`src/design/brc_pkg.sv`:
```
// Shared types, constants and helpers for the barometer reading compensation core.
package brc_pkg;

  localparam logic [31:0] K_B6_OFS    = 32'd4000;
  localparam logic [31:0] K_P_C1      = 32'd3038;
  localparam logic [31:0] K_P_C2      = 32'hFFFF_E343;  // -7357
  localparam logic [31:0] K_P_C3      = 32'd3791;
  localparam logic [31:0] K_B7_SCALE  = 32'd50000;
  localparam logic [31:0] K_B4_OFS    = 32'd32768;
  localparam logic [31:0] K_SIGN      = 32'h8000_0000;
  localparam logic [31:0] K_P_MAX     = 32'd262143;
  localparam logic [31:0] K_T_MAX     = 32'sd32767;
  localparam logic [31:0] K_T_MIN     = 32'hFFFF_8000;

  typedef enum logic [2:0] {
    REG_OSS        = 3'd0,
    REG_AC1        = 3'd1,
    REG_AC2        = 3'd2,
    REG_AC3        = 3'd3,
    REG_AC4        = 3'd4,
    REG_B1         = 3'd5,
    REG_B2         = 3'd6,
    REG_TEMP_COEFS = 3'd7
  } reg_idx_t;

  typedef enum logic [4:0] {
    OP_NONE,
    OP_T_MUL,
    OP_T_X1,
    OP_T_CHK,
    OP_T_FIN,
    OP_T_FLT,
    OP_P_SQ,
    OP_P_X1,
    OP_P_X2,
    OP_P_B3,
    OP_P_X4,
    OP_P_B4M,
    OP_P_B7M,
    OP_P_DIVS,
    OP_P_P,
    OP_P_X1P,
    OP_P_X2P,
    OP_P_FIN,
    OP_P_FLT
  } op_t;

  typedef struct packed {
    logic latch;
    op_t  op;
  } cmd_t;

  typedef struct packed {
    logic den_zero;
    logic b4_zero;
    logic div_done;
  } status_t;

  function automatic logic [31:0] asr32(input logic [31:0] x, input logic [4:0] n);
    asr32 = $unsigned($signed(x) >>> n);
  endfunction

  function automatic logic [31:0] sext16(input logic [15:0] v);
    sext16 = {{16{v[15]}}, v};
  endfunction

endpackage

```
`src/design/brc_div.sv`:
```
// Unsigned 32-bit restoring divider, one quotient bit per cycle.
module brc_div (
  input  logic        clk,
  input  logic        rst_n,
  input  logic        start,
  input  logic [31:0] dividend,
  input  logic [31:0] divisor,
  output logic [31:0] quotient,
  output logic        done
);

  logic        busy_r, busy_nxt;
  logic        done_r, done_nxt;
  logic [4:0]  cnt_r, cnt_nxt;
  logic [31:0] rem_r, rem_nxt;
  logic [31:0] quo_r, quo_nxt;
  logic [31:0] dvs_r, dvs_nxt;
  logic [32:0] shifted;
  logic [32:0] diff;

  assign shifted = {rem_r, quo_r[31]};
  assign diff    = shifted - {1'b0, dvs_r};

  always_comb begin
    busy_nxt = busy_r;
    done_nxt = 1'b0;
    cnt_nxt  = cnt_r;
    rem_nxt  = rem_r;
    quo_nxt  = quo_r;
    dvs_nxt  = dvs_r;
    if (start) begin
      busy_nxt = 1'b1;
      cnt_nxt  = '0;
      rem_nxt  = '0;
      quo_nxt  = dividend;
      dvs_nxt  = divisor;
    end else if (busy_r) begin
      // keep the difference when it does not borrow
      if (!diff[32]) begin
        rem_nxt = diff[31:0];
      end else begin
        rem_nxt = shifted[31:0];
      end
      quo_nxt = {quo_r[30:0], ~diff[32]};
      cnt_nxt = cnt_r + 5'd1;
      if (cnt_r == 5'd31) begin
        busy_nxt = 1'b0;
        done_nxt = 1'b1;
      end
    end
  end

  always_ff @(posedge clk) begin
    if (!rst_n) begin
      busy_r <= 1'b0;
      done_r <= 1'b0;
      cnt_r  <= '0;
    end else begin
      busy_r <= busy_nxt;
      done_r <= done_nxt;
      cnt_r  <= cnt_nxt;
    end
    rem_r <= rem_nxt;
    quo_r <= quo_nxt;
    dvs_r <= dvs_nxt;
  end

  assign quotient = quo_r;
  assign done     = done_r;

  a_done_after_busy: assert property (@(posedge clk) disable iff (!rst_n)
    done_r |-> $past(busy_r))
    else $error("divider done without a run");

endmodule

```
`src/design/brc_dp.sv`:
```
// Datapath: configuration registers, shared multiplier, divider and result registers.
module brc_dp (
  input  logic            clk,
  input  logic            rst_n,
  input  logic            cfg_we,
  input  logic [2:0]      cfg_idx,
  input  logic [63:0]     cfg_wdata,
  input  logic [23:0]     in_raw,
  input  brc_pkg::cmd_t   cmd,
  output brc_pkg::status_t status,
  output logic            res_kind,
  output logic [15:0]     res_temp,
  output logic [17:0]     res_press,
  output logic            res_fault
);

  logic [1:0]  oss_r;
  logic [15:0] ac1_r, ac2_r, ac3_r, ac4_r, b1_r, b2_r;
  logic [63:0] tc_r;
  logic [31:0] b5_r, b5_nxt;
  logic [23:0] raw_r;
  logic [31:0] prod_r, acc_r, acc_nxt, sq_r, b3_r, b4_r, b7_r, p_r;
  logic        neg_r;

  logic [31:0] mul_a, mul_b;
  logic [63:0] mul_full;
  logic [31:0] b6, up, scale, den, mc, md, x3, b3v, tmp, q, t32, pn, pv;
  logic        div_start;
  logic [31:0] div_dvd, div_dvs, quo;
  logic        div_done;

  logic        kind_r;
  logic [15:0] temp_r;
  logic [17:0] press_r;
  logic        fault_r;

  brc_div u_div (
    .clk      (clk),
    .rst_n    (rst_n),
    .start    (div_start),
    .dividend (div_dvd),
    .divisor  (div_dvs),
    .quotient (quo),
    .done     (div_done)
  );

  assign b6  = b5_r - brc_pkg::K_B6_OFS;
  assign mc  = brc_pkg::sext16(tc_r[31:16]);
  assign md  = brc_pkg::sext16(tc_r[15:0]);
  assign den = acc_r + md;
  assign scale = brc_pkg::K_B7_SCALE >> oss_r;

  always_comb begin
    case (oss_r)
      2'd0:    up = {8'd0, raw_r} >> 8;
      2'd1:    up = {8'd0, raw_r} >> 7;
      2'd2:    up = {8'd0, raw_r} >> 6;
      default: up = {8'd0, raw_r} >> 5;
    endcase
  end

  assign status.den_zero = (den == '0);
  assign status.b4_zero  = (b4_r == '0);
  assign status.div_done = div_done;

  assign mul_full = mul_a * mul_b;

  always_comb begin
    mul_a     = '0;
    mul_b     = '0;
    acc_nxt   = acc_r;
    b5_nxt    = b5_r;
    div_start = 1'b0;
    div_dvd   = '0;
    div_dvs   = '0;
    x3        = '0;
    b3v       = '0;
    tmp       = '0;
    q         = '0;
    t32       = '0;
    pn        = '0;
    pv        = '0;
    case (cmd.op)
      brc_pkg::OP_T_MUL: begin
        mul_a = {16'd0, raw_r[15:0]} - {16'd0, tc_r[47:32]};
        mul_b = {16'd0, tc_r[63:48]};
      end
      brc_pkg::OP_T_X1: acc_nxt = brc_pkg::asr32(prod_r, 5'd15);
      brc_pkg::OP_T_CHK: begin
        div_start = (den != '0);
        tmp       = mc << 11;
        div_dvd   = mc[31] ? (32'd0 - tmp) : tmp;
        div_dvs   = den[31] ? (32'd0 - den) : den;
      end
      brc_pkg::OP_T_FIN: begin
        q      = neg_r ? (32'd0 - quo) : quo;
        b5_nxt = acc_r + q;
        t32    = brc_pkg::asr32(b5_nxt + 32'd8, 5'd4);
      end
      brc_pkg::OP_P_SQ: begin
        mul_a = b6;
        mul_b = b6;
      end
      brc_pkg::OP_P_X1: begin
        mul_a = brc_pkg::sext16(b2_r);
        mul_b = brc_pkg::asr32(prod_r, 5'd12);
      end
      brc_pkg::OP_P_X2: begin
        acc_nxt = brc_pkg::asr32(prod_r, 5'd11);
        mul_a   = brc_pkg::sext16(ac2_r);
        mul_b   = b6;
      end
      brc_pkg::OP_P_B3: begin
        x3    = acc_r + brc_pkg::asr32(prod_r, 5'd11);
        tmp   = (brc_pkg::sext16(ac1_r) << 2) + x3;
        b3v   = brc_pkg::asr32((tmp << oss_r) + 32'd2, 5'd2);
        mul_a = brc_pkg::sext16(ac3_r);
        mul_b = b6;
      end
      brc_pkg::OP_P_X4: begin
        acc_nxt = brc_pkg::asr32(prod_r, 5'd13);
        mul_a   = brc_pkg::sext16(b1_r);
        mul_b   = sq_r;
      end
      brc_pkg::OP_P_B4M: begin
        x3    = brc_pkg::asr32(acc_r + brc_pkg::asr32(prod_r, 5'd16) + 32'd2, 5'd2);
        mul_a = {16'd0, ac4_r};
        mul_b = x3 + brc_pkg::K_B4_OFS;
      end
      brc_pkg::OP_P_B7M: begin
        mul_a = up - b3_r;
        mul_b = scale;
      end
      brc_pkg::OP_P_DIVS: begin
        div_start = (b4_r != '0);
        div_dvd   = (prod_r < brc_pkg::K_SIGN) ? (prod_r << 1) : prod_r;
        div_dvs   = b4_r;
      end
      brc_pkg::OP_P_P: begin
        pv    = (b7_r < brc_pkg::K_SIGN) ? quo : (quo << 1);
        mul_a = brc_pkg::asr32(pv, 5'd8);
        mul_b = brc_pkg::asr32(pv, 5'd8);
      end
      brc_pkg::OP_P_X1P: begin
        mul_a = prod_r;
        mul_b = brc_pkg::K_P_C1;
      end
      brc_pkg::OP_P_X2P: begin
        acc_nxt = brc_pkg::asr32(prod_r, 5'd16);
        mul_a   = brc_pkg::K_P_C2;
        mul_b   = p_r;
      end
      brc_pkg::OP_P_FIN: begin
        tmp = acc_r + brc_pkg::asr32(prod_r, 5'd16) + brc_pkg::K_P_C3;
        pn  = p_r + brc_pkg::asr32(tmp, 5'd4);
      end
      default: ;
    endcase
  end

  always_ff @(posedge clk) begin
    if (!rst_n) begin
      oss_r <= '0;
      ac1_r <= '0;
      ac2_r <= '0;
      ac3_r <= '0;
      ac4_r <= '0;
      b1_r  <= '0;
      b2_r  <= '0;
      tc_r  <= '0;
      b5_r  <= '0;
    end else begin
      if (cfg_we) begin
        unique case (cfg_idx)
          brc_pkg::REG_OSS:        oss_r <= cfg_wdata[1:0];
          brc_pkg::REG_AC1:        ac1_r <= cfg_wdata[15:0];
          brc_pkg::REG_AC2:        ac2_r <= cfg_wdata[15:0];
          brc_pkg::REG_AC3:        ac3_r <= cfg_wdata[15:0];
          brc_pkg::REG_AC4:        ac4_r <= cfg_wdata[15:0];
          brc_pkg::REG_B1:         b1_r  <= cfg_wdata[15:0];
          brc_pkg::REG_B2:         b2_r  <= cfg_wdata[15:0];
          brc_pkg::REG_TEMP_COEFS: tc_r  <= cfg_wdata;
          default: ;
        endcase
      end
      b5_r <= b5_nxt;
    end
  end

  always_ff @(posedge clk) begin
    if (cmd.latch) raw_r <= in_raw;
    // hold the last product while no step runs, so a stalled final step keeps it
    if (cmd.op != brc_pkg::OP_NONE) prod_r <= mul_full[31:0];
    acc_r  <= acc_nxt;
    if (cmd.op == brc_pkg::OP_P_X1)   sq_r  <= brc_pkg::asr32(prod_r, 5'd12);
    if (cmd.op == brc_pkg::OP_P_B3)   b3_r  <= b3v;
    if (cmd.op == brc_pkg::OP_P_B7M)  b4_r  <= prod_r >> 15;
    if (cmd.op == brc_pkg::OP_P_DIVS) b7_r  <= prod_r;
    if (cmd.op == brc_pkg::OP_P_P)    p_r   <= pv;
    if (cmd.op == brc_pkg::OP_T_CHK)  neg_r <= mc[31] ^ den[31];
    case (cmd.op)
      brc_pkg::OP_T_FIN: begin
        kind_r  <= 1'b0;
        press_r <= '0;
        fault_r <= 1'b0;
        if ($signed(t32) > $signed(brc_pkg::K_T_MAX)) begin
          temp_r <= 16'h7FFF;
        end else if ($signed(t32) < $signed(brc_pkg::K_T_MIN)) begin
          temp_r <= 16'h8000;
        end else begin
          temp_r <= t32[15:0];
        end
      end
      brc_pkg::OP_T_FLT: begin
        kind_r  <= 1'b0;
        temp_r  <= '0;
        press_r <= '0;
        fault_r <= 1'b1;
      end
      brc_pkg::OP_P_FIN: begin
        kind_r  <= 1'b1;
        temp_r  <= '0;
        fault_r <= 1'b0;
        // clamp below at zero, above at the field maximum
        if (pn[31]) begin
          press_r <= '0;
        end else if (pn > brc_pkg::K_P_MAX) begin
          press_r <= brc_pkg::K_P_MAX[17:0];
        end else begin
          press_r <= pn[17:0];
        end
      end
      brc_pkg::OP_P_FLT: begin
        kind_r  <= 1'b1;
        temp_r  <= '0;
        press_r <= '0;
        fault_r <= 1'b1;
      end
      default: ;
    endcase
  end

  assign res_kind  = kind_r;
  assign res_temp  = temp_r;
  assign res_press = press_r;
  assign res_fault = fault_r;

endmodule

```
`src/design/brc_ctrl.sv`:
```
// Controller: sequences one reading through the datapath and owns the handshakes.
module brc_ctrl (
  input  logic             clk,
  input  logic             rst_n,
  input  logic             in_valid,
  input  logic             in_op,
  output logic             in_ready,
  output logic             out_valid,
  input  logic             out_ready,
  input  brc_pkg::status_t status,
  output brc_pkg::cmd_t    cmd
);

  typedef enum logic [19:0] {
    S_IDLE   = 20'h00001,
    S_T_MUL  = 20'h00002,
    S_T_X1   = 20'h00004,
    S_T_CHK  = 20'h00008,
    S_DIV    = 20'h00010,
    S_T_FIN  = 20'h00020,
    S_T_FLT  = 20'h00040,
    S_P_SQ   = 20'h00080,
    S_P_X1   = 20'h00100,
    S_P_X2   = 20'h00200,
    S_P_B3   = 20'h00400,
    S_P_X4   = 20'h00800,
    S_P_B4M  = 20'h01000,
    S_P_B7M  = 20'h02000,
    S_P_DIVS = 20'h04000,
    S_P_P    = 20'h08000,
    S_P_X1P  = 20'h10000,
    S_P_X2P  = 20'h20000,
    S_P_FIN  = 20'h40000,
    S_P_FLT  = 20'h80000
  } state_t;

  state_t state_r, state_nxt;
  logic   kind_r, kind_nxt;
  logic   oval_r, oval_nxt;
  logic   out_free;
  logic   in_fire;
  logic   emit;

  assign out_free = !oval_r || out_ready;
  assign in_ready = (state_r == S_IDLE);
  assign in_fire  = in_valid && in_ready;

  always_comb begin
    state_nxt = state_r;
    kind_nxt  = kind_r;
    cmd.latch = in_fire;
    cmd.op    = brc_pkg::OP_NONE;
    emit      = 1'b0;
    unique case (state_r)
      S_IDLE: begin
        if (in_fire) begin
          kind_nxt  = in_op;
          state_nxt = in_op ? S_P_SQ : S_T_MUL;
        end
      end
      S_T_MUL: begin cmd.op = brc_pkg::OP_T_MUL; state_nxt = S_T_X1; end
      S_T_X1:  begin cmd.op = brc_pkg::OP_T_X1;  state_nxt = S_T_CHK; end
      S_T_CHK: begin
        cmd.op    = brc_pkg::OP_T_CHK;
        state_nxt = status.den_zero ? S_T_FLT : S_DIV;
      end
      S_DIV: begin
        if (status.div_done) state_nxt = kind_r ? S_P_P : S_T_FIN;
      end
      S_T_FIN: begin
        // hold until the output word is free
        if (out_free) begin
          cmd.op = brc_pkg::OP_T_FIN; emit = 1'b1; state_nxt = S_IDLE;
        end
      end
      S_T_FLT: begin
        if (out_free) begin
          cmd.op = brc_pkg::OP_T_FLT; emit = 1'b1; state_nxt = S_IDLE;
        end
      end
      S_P_SQ:  begin cmd.op = brc_pkg::OP_P_SQ;  state_nxt = S_P_X1; end
      S_P_X1:  begin cmd.op = brc_pkg::OP_P_X1;  state_nxt = S_P_X2; end
      S_P_X2:  begin cmd.op = brc_pkg::OP_P_X2;  state_nxt = S_P_B3; end
      S_P_B3:  begin cmd.op = brc_pkg::OP_P_B3;  state_nxt = S_P_X4; end
      S_P_X4:  begin cmd.op = brc_pkg::OP_P_X4;  state_nxt = S_P_B4M; end
      S_P_B4M: begin cmd.op = brc_pkg::OP_P_B4M; state_nxt = S_P_B7M; end
      S_P_B7M: begin cmd.op = brc_pkg::OP_P_B7M; state_nxt = S_P_DIVS; end
      S_P_DIVS: begin
        cmd.op    = brc_pkg::OP_P_DIVS;
        state_nxt = status.b4_zero ? S_P_FLT : S_DIV;
      end
      S_P_P:   begin cmd.op = brc_pkg::OP_P_P;   state_nxt = S_P_X1P; end
      S_P_X1P: begin cmd.op = brc_pkg::OP_P_X1P; state_nxt = S_P_X2P; end
      S_P_X2P: begin cmd.op = brc_pkg::OP_P_X2P; state_nxt = S_P_FIN; end
      S_P_FIN: begin
        if (out_free) begin
          cmd.op = brc_pkg::OP_P_FIN; emit = 1'b1; state_nxt = S_IDLE;
        end
      end
      S_P_FLT: begin
        if (out_free) begin
          cmd.op = brc_pkg::OP_P_FLT; emit = 1'b1; state_nxt = S_IDLE;
        end
      end
      default: state_nxt = S_IDLE;
    endcase
  end

  always_comb begin
    oval_nxt = oval_r;
    if (emit) begin
      oval_nxt = 1'b1;
    end else if (out_ready) begin
      oval_nxt = 1'b0;
    end
  end

  always_ff @(posedge clk) begin
    if (!rst_n) begin
      state_r <= S_IDLE;
      kind_r  <= 1'b0;
      oval_r  <= 1'b0;
    end else begin
      state_r <= state_nxt;
      kind_r  <= kind_nxt;
      oval_r  <= oval_nxt;
    end
  end

  assign out_valid = oval_r;

  a_busy_after_accept: assert property (@(posedge clk) disable iff (!rst_n)
    in_fire |=> !in_ready)
    else $error("accepted a word while still working");

  a_div_exit: assert property (@(posedge clk) disable iff (!rst_n)
    (state_r == S_DIV && status.div_done) |=> (state_r == S_T_FIN || state_r == S_P_P))
    else $error("divider result not consumed");

  a_emit_free: assert property (@(posedge clk) disable iff (!rst_n)
    emit |-> (!oval_r || out_ready))
    else $error("result overwrote a pending word");

endmodule

```
`src/design/barometer_reading_compensation_core.sv`:
```
// Top level of the barometer reading compensation core.
//
//  channel | direction | handshake             | payload
//  in_     | input     | in_tvalid/in_tready   | tdata raw reading, tuser op
//  out_    | output    | out_tvalid/out_tready | tdata temp/press/fault, tuser kind
//  cfg_    | input     | cfg_valid/cfg_ready   | cfg_index, cfg_data
//
// The time that a temperature or a pressure word takes is set by the bit-serial
// divider plus the steps of the one shared multiplier.
// One word is worked on at a time; the next is taken while a result still waits.
// A result stalled at the output holds the finished word in its last step.
// Synchronous reset clears control, coefficients and the kept b5; cfg_ready is always high.
module barometer_reading_compensation_core (
  input  logic        clk,
  input  logic        rst_n,
  input  logic        in_tvalid,
  output logic        in_tready,
  input  logic [23:0] in_tdata,   // [23:0] raw_reading
  input  logic [0:0]  in_tuser,   // [0] op
  output logic        out_tvalid,
  input  logic        out_tready,
  output logic [39:0] out_tdata,  // [15:0] temperature_tenths, [33:16] pressure_pa, [34] fault
  output logic [0:0]  out_tuser,  // [0] kind
  input  logic        cfg_valid,
  output logic        cfg_ready,
  input  logic [2:0]  cfg_index,
  input  logic [63:0] cfg_data
);

  brc_pkg::cmd_t    cmd;
  brc_pkg::status_t status;
  logic             res_kind;
  logic [15:0]      res_temp;
  logic [17:0]      res_press;
  logic             res_fault;

  assign cfg_ready = 1'b1;

  brc_ctrl u_ctrl (
    .clk       (clk),
    .rst_n     (rst_n),
    .in_valid  (in_tvalid),
    .in_op     (in_tuser[0]),
    .in_ready  (in_tready),
    .out_valid (out_tvalid),
    .out_ready (out_tready),
    .status    (status),
    .cmd       (cmd)
  );

  brc_dp u_dp (
    .clk       (clk),
    .rst_n     (rst_n),
    .cfg_we    (cfg_valid && cfg_ready),
    .cfg_idx   (cfg_index),
    .cfg_wdata (cfg_data),
    .in_raw    (in_tdata),
    .cmd       (cmd),
    .status    (status),
    .res_kind  (res_kind),
    .res_temp  (res_temp),
    .res_press (res_press),
    .res_fault (res_fault)
  );

  assign out_tdata = {5'd0, res_fault, res_press, res_temp};
  assign out_tuser = res_kind;

endmodule
```
`config.mk`:
```
export PLATFORM = sky130hd
export DESIGN_NAME = barometer_reading_compensation_core
export DESIGN_NICKNAME = d
export VERILOG_FILES = /design/src/design/brc_pkg.sv /design/src/design/brc_div.sv /design/src/design/brc_dp.sv /design/src/design/brc_ctrl.sv /design/src/design/barometer_reading_compensation_core.sv
export SDC_FILE = /design/constraint.sdc
export NUM_CORES = 2
export LEC_CHECK = 0
export ABC_AREA = 1
export BUFFER_PORTS_ARGS = -buffer_cell sky130_fd_sc_hd__buf_2
export CELL_PAD_IN_SITES_DETAIL_PLACEMENT = 0
export CELL_PAD_IN_SITES_GLOBAL_PLACEMENT = 1
export CORE_ASPECT_RATIO = 1.2
export CORE_MARGIN = 1
export CORE_UTILIZATION = 44
export CTS_CLUSTER_SIZE = 20
export DETAILED_ROUTE_END_ITERATION = 10
export PLACE_DENSITY = 0.84
export SLEW_MARGIN = 25
export SYNTH_ARGS = -nofsm -noshare
export SYNTH_HDL_FRONTEND = slang
export SYNTH_SLANG_ARGS = --single-unit
```
`constraint.sdc`:
```
create_clock -name clk -period 10 [get_ports clk]
set_input_delay 2 -clock clk [delete_from_list [all_inputs] [get_ports clk]]
set_output_delay 2 -clock clk [all_outputs]
set_load 0.005 [all_outputs]
```
### Yosys cells after proc, flatten, opt, wreduce, memory -nomap -nowiden

Cells that the tools add are included.

| word-level totals | value |
|---|---|
| RAM bits | 0 |
| memories kept | 0 |
| register bits after elaboration | 575 |
| ROM bits | 0 |
| latch bits | 0 |
| bits of input ports | 97 |

| operators by class | value |
|---|---|
| muxes and demuxes | 46 |
| shift operators | 2 |
| equal/unequal tests | 51 |
| magnitude comparators | 5 |
| divide/modulo/power cells | 0 |
| reductions and logical operators | 37 |
| bitwise logic cells | 4 |
| multipliers | 1 |
| add/subtract/negate cells | 19 |

Operator list:

| operator | count |
|---|---|
| $pmux W32 S11 | 1 |
| $pmux W20 S17 | 1 |
| $mux W32 | 10 |
| $pmux W32 S9 | 1 |
| $add A32 B32 Y32 | 6 |
| $pmux W32 S2 | 2 |
| $pmux W32 S4 | 1 |
| $pmux W5 S18 | 1 |
| $mux W20 | 4 |
| $add A32 B2 Y32 const B | 2 |
| $logic_not A32 Y1 | 2 |
| $lt A32 B32 Y1 const B | 2 |
| $reduce_bool A32 Y1 | 2 |
| $sub A1 B32 Y32 const A | 2 |
| $pmux W19 S3 | 1 |
| $mux W16 | 3 |
| $eq A5 B4 Y1 const B | 8 |
| $mux W18 | 2 |
| $pmux W18 S2 | 1 |
| $sub A33 B32 Y33 | 1 |
| $add A32 B12 Y32 const B | 1 |
| $add A32 B4 Y32 const B | 1 |
| $gt A32 B16 Y1 const B | 1 |
| $gt A32 B18 Y1 const B | 1 |
| other kinds (63) | 108 |

### Depth between registers and ports, before layout

| depth | value |
|---|---|
| depth in word-level cells | 10 |
| mapped depth | 61 |
| depth with buffers taken out | 58 |

### Hierarchy

From an unflattened synthesis, not the netlist that was laid out.

| unflattened totals | value |
|---|---|
| cell total of the unflattened synthesis | 8048 |
| area total of the unflattened synthesis | 56974.6 um^2 |

Modules (own cells, without submodules):

| module | area each (um^2) | times used | cells each |
|---|---|---|---|
| brc_dp | 48570.3 | 1 | 6773 |
| brc_div | 6870.3 | 1 | 1030 |
| brc_ctrl | 1473.9 | 1 | 236 |
| barometer_reading_compensation_core | 60.1 | 1 | 9 |

### Worst setup path after synthesis

Ideal clock, no wire load.

| timing path | value |
|---|---|
| kind | register -> register |
| from | register u_dp.oss_r[1] |
| to | register u_dp.prod_r[31] (data pin) |
| period minus slack after synthesis | 10844 ps |
| data required time | 9748 ps |
| arrival time | 10592 ps |
| library setup time | 252 ps |
| stages on the path, launching flop included | 60 |
| path slack | -844 ps |
| cells stage by stage | dfxtp_1 > clkbuf_1 > inv_1 > clkbuf_1 > clkbuf_1 > ha_1 > clkbuf_1 > clkbuf_1 > nand2_1 > nand2_1 > o22ai_1 > ha_1 > fa_1 > o21ai_0 > nand2_1 > nand2_1 > a21oi_1 > o21ai_0 > [... 24 more ...] > o21ai_0 > o21bai_1 > a21oi_1 > o21ai_0 > nand3_1 > nand2_1 > nand3_1 > nand2_1 > nand2_1 > nand2_1 > a21oi_1 > inv_1 > a21oi_1 > nand3_1 > nand2_1 > inv_1 > nand3_1 > nand2_1 |

| between the ends | value |
|---|---|
| cells in the longest elaborated chain, start to end | 5 |

RTL lines:

| element | line | RTL |
|---|---|---|
| start, declared | brc_dp.sv:17 | `logic [1:0] oss_r;` |
| start signal, assigned | brc_dp.sv:175 | `brc_pkg::REG_OSS: oss_r <= cfg_wdata[1:0];` |
| $eq A2 B2 Y1, or another cell as far along | brc_dp.sv:54 | `case (oss_r)` |
| $pmux W19 S3 | brc_dp.sv:54 |  |
| $sub A20 B30 Y31 | brc_dp.sv:131 | `mul_a = up - b3_r;` |
| $pmux W32 S11 | brc_dp.sv:83 | `case (cmd.op)` |
| $mul A32 B32 Y32 * | brc_dp.sv:66 | `assign mul_full = mul_a * mul_b;` |
| named net u_dp.mul_full[31] | brc_dp.sv:26 | `logic [63:0] mul_full;` |
| end signal, assigned | brc_dp.sv:193 | `if (cmd.op != brc_pkg::OP_NONE) prod_r <= mul_full[31:0];` |
| end, declared | brc_dp.sv:22 | `logic [31:0] prod_r, acc_r, acc_nxt, sq_r, b3_r, b4_r, b7_r, p_r;` |

Mark *: on every way through the listed nets, which the timed path passes. The rest lies on a longest branch.
A chain may end at the register's enable or synchronous reset.

### Final worst setup path

| timing path | value |
|---|---|
| from | register u_dp.prod_r[17] |
| to | register u_dp.prod_r[31] (data pin) |

| between the ends | value |
|---|---|
| cells in the longest elaborated chain, start to end | 5 |

RTL lines:

| element | line | RTL |
|---|---|---|
| $add A32 B32 Y32 | brc_dp.sv:126 | `x3 = brc_pkg::asr32(acc_r + brc_pkg::asr32(prod_r, 5'd16) + 32'd2, 5'd2);` |
| $add A32 B2 Y32 | brc_dp.sv:126 |  |
| $add A30 B17 Y31 | brc_dp.sv:128 | `mul_b = x3 + brc_pkg::K_B4_OFS;` |
| $pmux W32 S9 | brc_dp.sv:83 |  |
| $mul A32 B32 Y32 * | brc_dp.sv:66 |  |
| named net u_dp.mul_full[31] | brc_dp.sv:26 |  |

Marks and branches as above.

==> metrics.md <==
| Metric | Value |
|---|---|
| Syn Area/Cell | about 7.4 µm² |
| Measured slew at the worst slew-check pin | between 1 and 1.5 ns |
| Maxcap violations | 0 |
| First-pass GRT wire length | 320300 µm |
| RR Startpoint | u_dp.prod_r[17] |
| Post-synth cell types | 84 |
| Worst Path Buf+Inv | 11 |
| Core area | 123100 µm² |
| Hold path start | u_dp.ac3_r[15] |
| Max Clock Skew | 0.05974 ns |
| Final net count | 8853 |
| GRT Overall Usage | around 34% |
| Max VDD drop | 0.0001782 V |
| Die H | between 300 and 400 µm |
| Min Hold Slack | 0.4579 ns |
| Drt pass-1 iters | 8 |
| Placed Area | 61470 µm² |
| CP startpoint kind | register |
| CP peak stage delay | 0.60 ns |
| Fmax | 100.6 MHz |
| Mapped Cells | 7382 |
| Clock buffer count from CTS | 60 |
| Data arrival, critical path | 10.37 ns |
| Status | finished clean |
| CP required | roughly 10 ns |
| Final ANT Viol Nets | 0 |
| Yosys top cell by area | fa_1 |
| Synth top area cells | fa_1, edfxtp_1, nand2_1, dfxtp_1, inv_1 |
| Worst setup path class | register to register |
| Detailed Route Iter0 Violations | 4633 |
| Pwr Density | 91.20 nW/µm² |
| Largest net degree at the start of global routing | 83 |
| YS warnings | 0 |
| Sequential element share of the synthesized area | 24.60% |
| Cell Area, Synth | approximately 55000 µm² |
| Critical path startpoint | u_dp.prod_r[17] |
| Clock transition at path regs | 0.06 ns |
| Wl on met1 | 83990 µm |
| Initial Util | 44.42% |
| Post-synth top area share | 15.92% |
| Vias per cell | 5.429 |
| Metal3 WL | 16890 µm |
| Final hold violations | 0 |
| Critical path capture point type | register |
| Async set-reset flop share out of synthesis | 0% |
| I/O pins | roughly 140 |
| Latest clock arrival within the worst-skew pair | 0.71 ns |
| Synth Register Bits | 533 |
| CTS tree | yes |
| Area of the die | 125700 µm² |
| Clock Tree Buf Depth | 3 |
| Ys flop type | edfxtp_1 |
| Top-count cell post-synth | nand2_1 |
| Design area | 64730 µm² |
| Worst slew margin relative to its limit | 26.44% |
| PortBufs | 134 |
| # DRC | 0 |
| Root Driver | clkbuf_16 |
| Final Critical Period | 9.936 ns |
| CTS sink cnt | 533 |
| Slowest-stage cell, CP | fa_1 |
| WL final | 216400 µm |
| Area growth from synthesis to layout | 18.34% |
| Post-synth top cells | nand2_1, inv_1, nor2_1, o21ai_0, fa_1 |
| Final slew viol count | 0 |
| Layout cells sized above 1 | 15.74% |
| Top Metal Used | met5 |
| Initial antenna violation count | 4 |
| CP max FO | 11 |
| Final-report setup violation count | 0 |
| Total gr overflow | 0 |
| Static Leak | 32.23 nW |
| Routed wire length per instance | 22.35 µm |
| Tot Pwr | 5.903 mW |
| Hold Crit Class | register to register |
| H-tree depth | 2 |
| Cell row count | 141 |
| Dpl hpwl | 175900 µm |
| CP delay by family, top | adder cells |
| Number of global-route vias before repair | 51750 |
| Via Count | 52570 |
| GPL Wtd Cong | 1.029 |
| RSZ-0062 raised after global routing | yes |
| Die Wd | about 320 µm |
| Crit share post-route | 99.36% |
| Post-cts hold buffer count | 0 |
| Number of synthesized flops with an enable pin | 278 |
| WL met2 | between 90000 and 100000 µm |
-- worst paths after layout --
check | to | slack [ns] | cells past startpoint
max | u_dp.prod_r[31] | 0.06 | 49
max reg2reg | u_dp.prod_r[31] | 0.06 | 49
min | u_dp.ac3_r[15] | 0.46 | 2
min reg2reg | u_dp.ac3_r[15] | 0.46 | 2
-- placed cells by master (no fill, tap or decap), types with 14 or more instances in the layout --
cell type	synthesis	final
nand2_1	1517	1492
inv_1	1316	1289
nor2_1	830	819
buf_4	8	602
o21ai_0	467	454
fa_1	435	431
a21oi_1	383	356
ha_1	335	317
edfxtp_1	278	278
dfxtp_1	255	252
nand3_1	231	220
xor2_1	192	192
buf_2	25	134
nand4_1	108	108
nor3_1	102	99
xnor2_1	72	71
nand2_2	47	69
clkbuf_16	0	64
o21ai_1	44	43
inv_2	18	41
a21oi_2	17	39
o22ai_1	41	36
a221oi_1	36	33
or2_2	31	31
a211oi_1	35	29
buf_12	0	28
nor2_2	17	25
o2111ai_1	29	24
nor2_4	19	22
o21bai_1	22	20
nand3_2	12	18
nand3b_1	18	18
a31oi_1	20	18
o211ai_1	16	16
a21o_1	16	16
nand2_4	12	15
clkinv_2	1	15
o21ai_2	4	14
ha_4	0	14
-- stage by stage --
step | setup WS [ns] | instances | util (%) | setup TNS, ns
2_1_floorplan | 0.006707 | 7391 | - | 0
3_3_place_gp | -1.116 | 9534 | 49.92 | -4.703
3_5_place_dp | -1.019 | 9534 | 49.92 | -4.593
4_1_cts | -0.01049 | 9667 | 52.07 | -0.01049
5_1_grt | -0.3806 | 9683 | 52.56 | -0.5785
6_report | 0.06442 | 9684 | 52.56 | 0
-- routing by layer --
metal  global-route usage, %  vias up
li1                        -    24740
met2                   55.09     2190
met1                   42.33    25030
met3                   5.382      608
met5                       0        -
met4                   23.03        4
-- final cells by class --
cell class	count	area (µm²)
fill	12150	58410
multi-input combinational	5263	36020
sequential	533	13460
timing repair buffer	779	5939
inverter	1349	5095
tap	1644	2057
clock buffer	82	1739
clock inverter	32	409.1
antenna	2	5.005
-- worst register-to-register path, delay by kind of cell (launching register included) --
family	cells	cell delay, ns
buffers and inverters	11	1.02
and+or+nand+nor	21	2.12
adders and majority gates	11	5.17
DFF	1	0.49
AOI/OAI and AO/OA	6	0.86
-- state kept, by name, indices dropped and copies added, names as in the netlist, 24 cells and up --
register             cells
u_dp.b3_r               30
u_dp.b5_r               32
u_dp.p_r                32
u_dp.prod_r             32
u_dp.raw_r              24
u_dp.tc_r               64
u_dp.u_div.dvs_r        32
u_dp.u_div.quotient     32
u_dp.u_div.rem_r        32
-- cell families after synthesis --
logic type / synth area share (%)
AO/OA/AOI/OAI: 12.63
multiplexers: 0.03660
buffers and inverters: 11.13
XOR/XNOR: 4.426
adder cells (fa/ha/maj): 23.59
flip-flops: 24.60
AND/OR/NAND/NOR: 23.58
other: 0.01373
-- what timing repair did --
item                                    CTS  global route
setup buffers                            17            16
resized for setup                        85           121
endpoints found under the setup margin   10             8
cloned                                    2             0
pin swaps                                60            86
-- power breakdown --
group          switching [mW]  total [mW]  internal, mW
logic                   0.699        1.08         0.377
clock network            1.03        2.44          1.41
registers              0.0386        2.39          2.35
(Power assumes the default switching activity.)
